===== src/rtl/bpfa_pkg.sv =====
// Shared types and constants for the bitmap page frame allocator.
// Used by the controller, the datapath and the top level; no dependencies.
package bpfa_pkg;

  // Bitmap memory word and counter widths
  localparam int WORD_W     = 64;
  localparam int WORD_SH    = 6;
  localparam int CNT_W      = 16;
  localparam int PADDR_W    = 27;
  localparam int ADDR_W     = 32;

  // Default geometry
  localparam int DEF_PAGE_BYTES = 4096;
  localparam int DEF_PAGE_COUNT = 32768;

  typedef enum logic [1:0] {
    OP_ALLOC   = 2'd0,
    OP_FREE    = 2'd1,
    OP_RESERVE = 2'd2,
    OP_RELEASE = 2'd3
  } op_e;

  typedef enum logic [1:0] {
    ST_DONE    = 2'd0,
    ST_OOM     = 2'd1,
    ST_IGNORED = 2'd2
  } stat_e;

  typedef enum logic [2:0] {
    S_CLEAR,
    S_IDLE,
    S_SETUP,
    S_READ,
    S_WAIT,
    S_WRITE,
    S_DONE
  } state_e;

  // Controller to datapath commands
  typedef struct packed {
    logic load;      // capture the input item
    logic setup;     // decode range, set pointer, apply release counts
    logic rd;        // read bitmap word at pointer
    logic proc;      // build modified word from read data
    logic wr;        // write modified word, update counters
    logic clr;       // write all-ones word at pointer (reset sweep)
    logic inc;       // advance word pointer
    logic res_load;  // copy result into output register
  } cmd_t;

  // Datapath to controller status
  typedef struct packed {
    logic clr_last;  // pointer at last word of the sweep
    logic skip;      // no bitmap work for this item
    logic last;      // pointer at last word of the range
    logic stop;      // alloc found a free page
  } sts_t;

endpackage


===== src/rtl/bpfa_ctrl.sv =====
// Sequencer for the bitmap page frame allocator.
// Depends on bpfa_pkg; drives bpfa_datapath through cmd_t and reads sts_t.
module bpfa_ctrl (
  input  logic          clk_i,
  input  logic          rst_ni,
  input  logic          in_valid_i,
  output logic          in_stall_o,
  output logic          out_valid_o,
  input  logic          out_stall_i,
  input  bpfa_pkg::sts_t sts_i,
  output bpfa_pkg::cmd_t cmd_o
);

  bpfa_pkg::state_e state_q, state_d;
  logic out_valid_q, out_valid_d;
  logic slot_free;

  assign slot_free = !out_valid_q || !out_stall_i;

  // Next state
  always_comb begin
    state_d = state_q;
    unique case (state_q)
      bpfa_pkg::S_CLEAR: if (sts_i.clr_last) state_d = bpfa_pkg::S_IDLE;
      bpfa_pkg::S_IDLE:  if (in_valid_i) state_d = bpfa_pkg::S_SETUP;
      bpfa_pkg::S_SETUP: state_d = sts_i.skip ? bpfa_pkg::S_DONE : bpfa_pkg::S_READ;
      bpfa_pkg::S_READ:  state_d = bpfa_pkg::S_WAIT;
      bpfa_pkg::S_WAIT:  state_d = bpfa_pkg::S_WRITE;
      bpfa_pkg::S_WRITE: begin
        state_d = (sts_i.stop || sts_i.last) ? bpfa_pkg::S_DONE : bpfa_pkg::S_READ;
      end
      bpfa_pkg::S_DONE:  if (slot_free) state_d = bpfa_pkg::S_IDLE;
      default:           state_d = bpfa_pkg::S_IDLE;
    endcase
  end

  // Outputs
  always_comb begin
    cmd_o = '0;
    unique case (state_q)
      bpfa_pkg::S_CLEAR: begin
        cmd_o.clr = 1'b1;
        cmd_o.inc = 1'b1;
      end
      bpfa_pkg::S_IDLE:  cmd_o.load = in_valid_i;
      bpfa_pkg::S_SETUP: cmd_o.setup = 1'b1;
      bpfa_pkg::S_READ:  cmd_o.rd = 1'b1;
      bpfa_pkg::S_WAIT:  cmd_o.proc = 1'b1;
      bpfa_pkg::S_WRITE: begin
        cmd_o.wr  = 1'b1;
        cmd_o.inc = !(sts_i.stop || sts_i.last);
      end
      bpfa_pkg::S_DONE:  cmd_o.res_load = slot_free;
      default:           cmd_o = '0;
    endcase
  end

  // Output valid flag
  always_comb begin
    out_valid_d = out_valid_q;
    if (out_valid_q && !out_stall_i) out_valid_d = 1'b0;
    if (cmd_o.res_load) out_valid_d = 1'b1;
  end

  always_ff @(posedge clk_i or negedge rst_ni) begin
    if (!rst_ni) begin
      state_q     <= bpfa_pkg::S_CLEAR;
      out_valid_q <= 1'b0;
    end else begin
      state_q     <= state_d;
      out_valid_q <= out_valid_d;
    end
  end

  assign in_stall_o  = (state_q != bpfa_pkg::S_IDLE);
  assign out_valid_o = out_valid_q;

endmodule


===== config.mk =====
export PLATFORM = sky130hd
export DESIGN_NAME = bpfa_ctrl
export DESIGN_NICKNAME = d
export VERILOG_FILES = /design/src/rtl/bpfa_pkg.sv /design/src/rtl/bpfa_ctrl.sv
export SDC_FILE = /design/constraint.sdc
export NUM_CORES = 1
export LEC_CHECK = 0
export ABC_AREA = 1
export BUFFER_PORTS_ARGS = -buffer_cell sky130_fd_sc_hd__buf_2
export CORE_AREA = 2 2 39 41
export CTS_CLUSTER_SIZE = 30
export DETAILED_ROUTE_END_ITERATION = 16
export DIE_AREA = 0 0 41 43
export PLACE_DENSITY = 0.53
export SLEW_MARGIN = 0
export SYNTH_ARGS = -nofsm -noshare
export SYNTH_HDL_FRONTEND = slang
export SYNTH_SLANG_ARGS = --single-unit

===== constraint.sdc =====
create_clock -name clk_i -period 3.4 [get_ports clk_i]
set_clock_uncertainty 0.2 [all_clocks]
set_input_delay 0.68 -clock clk_i [delete_from_list [all_inputs] [get_ports clk_i]]
set_output_delay 0.68 -clock clk_i [all_outputs]
set_load 0.03 [all_outputs]

==> results.toml, run 1 <==
[power_and_ir_drop]
powerDensity_mw_per_mm2 = 1050
ir_worst_vdd_mv = 0.328
p_leak_nw = 0.274

[cts]
clkLatencyLatePin_ns = 0.24
path_clk_slew_ns = 0.04
cts_buffers = 3
cts_hold_buf = 0
cts_resized = 0
root_buffer = "clkbuf_4"
cts_tree = "done"
ctsLongestPathBuffers = 2
clkSinkCount = 4
h-tree-depth = 1
post_cts_buffers = 0

[detailed_routing]
via_per_inst = 4.04
wl_um = 690
initialDrtViolationCount = 4
first_pass_iters = 2
wl_per_cell_um = 8.31
vias = 335
post-route-drc-count = 0
postRouteAntennaNets = 0

[grt]
grt_max_degree = 7
overflow = 0
grtUsageTotal_pct = 9.98
antenna_found_initial = 0
grt_pass1_wl_um = 1090
grt_pass1_vias = 276

[finish]
final_nets = 77
diodes = 0
multi_input_area_um2 = 150
stdcell_count = 83
drive_above_1_share_pct = 40.3
fin_util_pct = 30.3
register_area_um2 = 100
fill_cells = 158
area_growth_pct = 40.2

[status]
status = "completed"

[sta]
post-route-period-util_pct = 63.1
timing.fmax_ghz = 0.466
finalHoldViolCount = 0
finalSetupTns_ns = 0
setup_viol = 0
max-slew-margin-rel_pct = 85.1
report.final.slew_viol_count = 0
rsz0062_at_grt = "false"
worst_pin_slew_ns = 0.222
period_minus_slack_ns = 2.14

[floorplanning]
die_x_um = 41
ios = 18
die-area_mm2 = 0.00176
core_mm2 = 0.00138
die_height_um = 43
start_util_pct = 21.6
std_cell_rows = 14

[critical_path]
startpoint_type = "flip-flop"
slowest_stage = "dfrtp_1"
crit_path_max_incr_delay_ns = 0.44
crit_path_cell_trace = "inv_2 -> nor2_1 -> nand3_1 -> nand2_1 -> buf_2"
cp_max_fo = 5
crit_required_ns = 2.52
worstSetupPathType = "flip-flop to output pin"
critical_path_arrival_ns = 1.26
cp-end-kind = "output pin"
cp_top_family = "flip-flops"
cp_num_buf_inv = 2

[hold_path]
hold_class = "input port to async pin"

[logic_synthesis]
ys_warn_count = 0
netlist_area_um2 = 299
avgSynthCellArea_um2 = 6.23
syn_inst = 48
ys_seq_area_share_pct = 33.5
yosys.area.top_type = "dfrtp_1"
synth_seq_cells = 4
synth_top_area_share_pct = 33.5
syn_nets = 56
yosysUniqueCellTypes = 12
synthTopCellsByArea = "dfrtp_1 (33%), nand2_1 (16%), inv_1 (10%)"

[place]
gp_congestion = 0.806
portBuffers = 17
dp_hpwl_um = 578
dp_cells = 80

[run]
drv_cap = 0
==> per-layer routing <==
metal  vias up  routed length, um  global-route usage [%]
met3         2                 42                    3.14
met2         9                336                    12.5
li1        184                  -                       -
met5         -                  0                       0
met4         0                 13                    12.0
met1       140                298                    11.4
==> cells in the final DEF, fill, tap and decap left out <==
| master | count |
|---|---|
| buf_2 | 17 |
| nand2_1 | 13 |
| inv_1 | 8 |
| nor2_1 | 7 |
| nand3_1 | 5 |
| dfrtp_1 | 4 |
| inv_2 | 3 |
| clkbuf_4 | 3 |
| nor3_1 | 2 |
| nor2_2 | 2 |
| nor3_2 | 1 |
| nand3_2 | 1 |
| o31ai_1 | 1 |
==> Yosys cell counts <==
| master | number |
|---|---|
| nand2_1 | 13 |
| inv_1 | 8 |
| nor2_1 | 7 |
| nand3_1 | 5 |
| dfrtp_1 | 4 |
| inv_2 | 3 |
| nor2_2 | 2 |
| nor3_1 | 2 |
| buf_4 | 1 |
| nand3_2 | 1 |
| nor3_2 | 1 |
| o31ai_1 | 1 |
==> final timing paths <==
kind,depth (start not counted),start,to,slack (ns)
setup / recovery,5,state_q[2],cmd_o[1],1.26
hold / removal,1,rst_ni,state_q[0],0.04
setup reg to reg,6,state_q[0],state_q[0],2.07
hold reg to reg,2,out_valid_o,out_valid_o,0.31
max in group asynchronous,1,rst_ni,state_q[2],2.85
min in group clk_i,2,out_valid_o,out_valid_o,0.31
==> cell type report <==
class	count	share of cell area [%]
clock buffer	3	5.37
inverter	11	9.85
multi-input combinational	32	35.8
sequential	4	23.9
tap	16	4.78
timing repair buffer	17	20.3
==> kinds of logic (layout without fill, tap and decap cells) <==
logic type	after synthesis	after routing	share of synthesized area, %
simple gates	31	31	47.7
compound gates	1	1	2.51
buf+inv	12	31	16.3
flops	4	4	33.5
==> flip-flops by register name, summed over array words and instances, names as in the netlist <==
name,cells
out_valid_o,1
state_q,3
==> power breakdown <==
part | internal, mW | switching [mW] | total (mW)
sequential | 0.0703 | 0.0325 | 0.103
clock | 0.0395 | 0.0197 | 0.0592
combinational | 0.0811 | 0.198 | 0.279
==> stage by stage <==
stage                     cell area [um^2]  setup WS (ns)  power (mW)  hold slack (ns)
after floorplan                        299           1.18       0.314            0.184
after global placement                 397           1.28       0.386            0.289
after detailed placement               397           1.27       0.384            0.287
after CTS                              419           1.25       0.446           0.0329
after global routing                   419           1.15       0.483           0.0288
final                                  419           1.26       0.441           0.0375
==> worst register-to-register path, delay by kind of cell, from the launching register on <==
| kind | cells | cell delay (ns) |
|---|---|---|
| buffers and inverters | 1 | 0.13 |
| and+or+nand+nor | 5 | 0.46 |
| DFF | 1 | 0.44 |
(Power assumes the default switching activity.)
==> inputs of run 2 (changes only) <==
Clock period 3.4 ns to 2 ns, I/O delays scaled along.
==> run 2 against run 1 <==
- final area grew 2.4%
- clock power rose by 64%
- count of clock-buffer cells in the layout unchanged
- global-route usage shrank 1.4 points
- utilization rose by 0.72 points
- via count fell by 2.1%
- register-to-register slack lost 1.4 ns
- highest routed layer is now met3
- flip-flop and latch count did not move
- die area unchanged
- final cell count is 1.2% higher
- critical path depth unchanged
==> results.toml, run 2 (synthesized netlist as in run 1, its figures left out) <==
[sta]
holdWs_ns = 0.214
max-slew-margin-rel_pct = 85.1
worst_pin_slew_ns = 0.222
finalSetupTns_ns = 0
period_minus_slack_ns = 1.84
setup_viol = 0
timing.fmax_ghz = 0.544
rsz0062_at_grt = "false"
post-route-period-util_pct = 91.9
finalHoldViolCount = 0
report.final.slew_viol_count = 0

[critical_path]
cp_max_fo = 5
startpoint_type = "flip-flop"
worstSetupPathType = "flip-flop to output pin"
r2r-end = "state_q[0]"
slowest_stage = "dfrtp_1"
r2r_start = "state_q[0]"
crit_path_end = "cmd_o[1]"
reg2reg_depth = 6
crit_path_max_incr_delay_ns = 0.42
critical_path_arrival_ns = 1.24
crit_path_start = "state_q[2]"
cp-end-kind = "output pin"
crit_path_cell_trace = "inv_2 -> nor2_1 -> nand3_1 -> nand2_1 -> buf_2"
crit_required_ns = 1.40
rrSetupSlack_ns = 0.68

[finish]
mostFrequentLayoutCells = "buf_2 (17), nand2_1 (13), inv_1 (8)"
drive_above_1_share_pct = 39.7
largest_register_ff_count = 3
fin_util_pct = 31.0
final_nets = 78
fill_cells = 164
area_growth_pct = 43.5
diodes = 0
largest_register = "state_q"
layout_commonest_cell = "buf_2"

[detailed_routing]
wl_um = 643
via_per_inst = 3.90
wl_per_cell_um = 7.65
first_pass_iters = 3
initialDrtViolationCount = 1
post-route-drc-count = 0
wl_met1_um = 267
vias = 328
postRouteAntennaNets = 0
met2_length_um = 336
top_layer = "met3"
met3_length_um = 40

[cts]
cts_tree = "done"
clkSinkCount = 4
h-tree-depth = 1
ctsLongestPathBuffers = 2
cts_resized = 0
root_buffer = "clkbuf_4"
cts_buffers = 3
clkLatencyLatePin_ns = 0.23
path_clk_slew_ns = 0.04
post_cts_buffers = 0

[floorplanning]
start_util_pct = 21.6
die-area_mm2 = 0.00176
ios = 18
die_height_um = 43
core_mm2 = 0.00138
std_cell_rows = 14
die_x_um = 41

[status]
status = "completed"

[power_and_ir_drop]
ir_worst_vdd_mv = 0.470
powerDensity_mw_per_mm2 = 1720
p_leak_nw = 0.278

[grt]
grt_pass1_wl_um = 972
grt_max_degree = 7
overflow = 0
antenna_found_initial = 0
grtUsageTotal_pct = 8.58
grt_pass1_vias = 280

[run]
drv_cap = 0

[place]
gp_congestion = 0.782
dp_hpwl_um = 573
portBuffers = 17

[hold_path]
hold_class = "input port to flip-flop"
run 2: changes by cell type in the layout (fill, tap and decap cells not counted), sizes merged:
cell and delta:
dlygate4sd3 +1
run 2: power breakdown:
group          internal, mW  switching, mW  leakage (nW)  total [mW]
Sequential            0.120         0.0533        0.0503       0.173
Combinational         0.139          0.331         0.214       0.470
Clock                0.0669         0.0303        0.0138      0.0973
Total                 0.326          0.414         0.278       0.740
run 2: metal layers:
layer	up-vias	GRT usage (%)
li1	184	-
met1	135	9.15
met2	9	13.1
met3	0	1.57
met4	0	8.00
met5	-	0
run 2: area by class of cell:
class	instances	area (um^2)	area share (%)
Clock buffer	3	22.5	5.25
Inverter	11	41.3	9.62
Multi-Input combinational cell	32	150	35.0
Sequential cell	4	100	23.3
Tap cell	16	20.0	4.66
Timing Repair Buffer	18	95.1	22.2
run 2: worst min path at each step:
stage                           start           to  depth (start not counted)
final                     out_stall_i  out_valid_o                          3
after global routing         sts_i[1]   state_q[2]                          3
after CTS                 out_stall_i  out_valid_o                          3
after detailed placement       rst_ni  out_valid_o                          1
after global placement         rst_ni  out_valid_o                          1
after floorplan                rst_ni  out_valid_o                          0
run 2: metrics by stage:
stage | total power, mW | std cells | worst slack [ns] | cell area [um^2]
3_5_place_dp | 0.653 | 80 | 0.395 | 397
4_1_cts | 0.758 | 84 | 0.136 | 429
2_1_floorplan | 0.533 | 48 | 0.0645 | 299
3_3_place_gp | 0.654 | 80 | 0.387 | 397
5_1_grt | 0.809 | 84 | 0.0678 | 429
6_report | 0.740 | 84 | 0.163 | 429
run 2: critical path, delay by kind of cell (launching register included):
kind                   cells  cell delay (ns)
and+or+nand+nor            3             0.33
buffers and inverters      2             0.26
DFF                        1             0.42
run 2: repair_timing:
| action | in CTS | in global routing |
|---|---|---|
| hold endpoints to repair | 4 | 0 |
| setup endpoints to repair | 0 | 0 |
| hold buffers | 1 | 0 |
==> inputs of run 3 (changes only) <==
Settings changed: CORE_AREA 2 2 39 41 to 4 4 41 43, DIE_AREA 0 0 41 43 to 0 0 45 47, GPL_TIMING_DRIVEN set to 1.
==> run 3 against run 2 <==
- routed wire length up 15%
- sequential power about the same
- count of clock-buffer cells in the layout unchanged
- critical path depth down 1
- first-iteration DRC count up 100%
- largest cell class unchanged
- largest power group unchanged
- highest routed layer unchanged
==> results.toml, run 3 (synthesized netlist as in run 1, its figures left out) <==
[status]
status = "completed"

[cts]
clkLatencyLatePin_ns = 0.23
ctsLongestPathBuffers = 2
path_clk_slew_ns = 0.04
clkSinkCount = 4
h-tree-depth = 1
cts_tree = "done"
root_buffer = "clkbuf_4"
cts_buffers = 3
cts_resized = 0

[sta]
setup_viol = 0
max-slew-margin-rel_pct = 84.9
period_minus_slack_ns = 1.83
worst_pin_slew_ns = 0.225
rsz0062_at_grt = "false"
finalSetupTns_ns = 0
timing.fmax_ghz = 0.545
post-route-period-util_pct = 91.7
report.final.slew_viol_count = 0
finalHoldViolCount = 0
holdWs_ns = 0.220

[hold_path]
hold_class = "input port to flip-flop"

[detailed_routing]
first_pass_iters = 2
wl_per_cell_um = 8.94
wl_um = 742
post-route-drc-count = 0
postRouteAntennaNets = 0
via_per_inst = 4.06
initialDrtViolationCount = 2
vias = 337

[place]
place_area_um2 = 395
portBuffers = 17
dp_cells = 79
dp_hpwl_um = 647
gp_congestion = 0.773

[floorplanning]
die-area_mm2 = 0.00212
core_mm2 = 0.00130
std_cell_rows = 13
ios = 18
die_height_um = 47
start_util_pct = 23.0
die_x_um = 45

[finish]
layout_commonest_cell = "buf_2"
fill_cells = 153
stdcell_count = 83
final_area_um2 = 428
area_growth_pct = 43.1
diodes = 0
largest_register_ff_count = 3
final_nets = 78
multi_input_area_um2 = 150
mostFrequentLayoutCells = "buf_2 (17), nand2_1 (13), inv_1 (8)"
drive_above_1_share_pct = 39.7
largest_register = "state_q"
register_area_um2 = 100

[critical_path]
rrSetupSlack_ns = 0.67
cp_max_fo = 5
startpoint_type = "flip-flop"
cp-end-kind = "output pin"
worstSetupPathType = "flip-flop to output pin"
critical_path_arrival_ns = 1.23
crit_required_ns = 1.40

[run]
drv_cap = 0

[grt]
antenna_found_initial = 0
grt_pass1_vias = 299
overflow = 0
grt_pass1_wl_um = 1180
grtUsageTotal_pct = 8.01
grt_max_degree = 7

[power_and_ir_drop]
powerDensity_mw_per_mm2 = 1760
ir_worst_vdd_mv = 0.758
p_leak_nw = 0.278
finalPower_mw = 0.751
==> run 3: final timing paths <==
path                             startpoint     endpoint  cells past startpoint
min in group asynchronous            rst_ni   state_q[0]                      2
worst max register to register   state_q[0]   state_q[1]                      6
worst min-delay path               sts_i[0]   state_q[2]                      3
max in group asynchronous            rst_ni   state_q[2]                      2
worst min register to register  out_valid_o  out_valid_o                      2
worst max-delay path             state_q[2]     cmd_o[1]                      4
==> run 3: power by group <==
| group | switching, mW | leakage [nW] | internal, mW |
|---|---|---|---|
| clock network | 0.0305 | 0.0138 | 0.0670 |
| registers | 0.0553 | 0.0503 | 0.120 |
| logic | 0.340 | 0.214 | 0.139 |
==> run 3: timing repair <==
| item | 4_1_cts | 5_1_grt |
|---|---|---|
| setup buffers | 0 | 0 |
| endpoints found under the setup margin | 0 | 0 |
| hold buffers | 1 | 0 |
| endpoints found under the hold margin | 4 | 0 |
==> run 3: final cells by class <==
class | instances | area share (%)
Multi-Input combinational cell | 32 | 35.1
Sequential cell | 4 | 23.4
Timing Repair Buffer | 18 | 22.2
Inverter | 11 | 9.65
Clock buffer | 3 | 5.26
Tap cell | 15 | 4.39
==> run 3: metrics by stage <==
step	util, %	setup WS [ns]
2_1_floorplan	-	0.0645
3_3_place_gp	30.4	0.385
3_5_place_dp	30.4	0.410
4_1_cts	32.9	0.134
5_1_grt	32.9	0.0354
6_report	32.9	0.166
==> run 3: metal layers <==
metal  track usage, %  vias to the layer above  routed length (um)
met4             3.51                        0                   0
met3             3.45                        0                  55
met5                0                        -                   0
met1             8.51                      144                 320
li1                 -                      183                   -
met2             13.8                       10                 366
==> run 3: worst max-delay path, cell delays in order (launching register included) <==
cell     delay [ns]
dfrtp_1        0.43
nor3_2         0.27
inv_1          0.06
nand2_1        0.05
buf_2          0.19
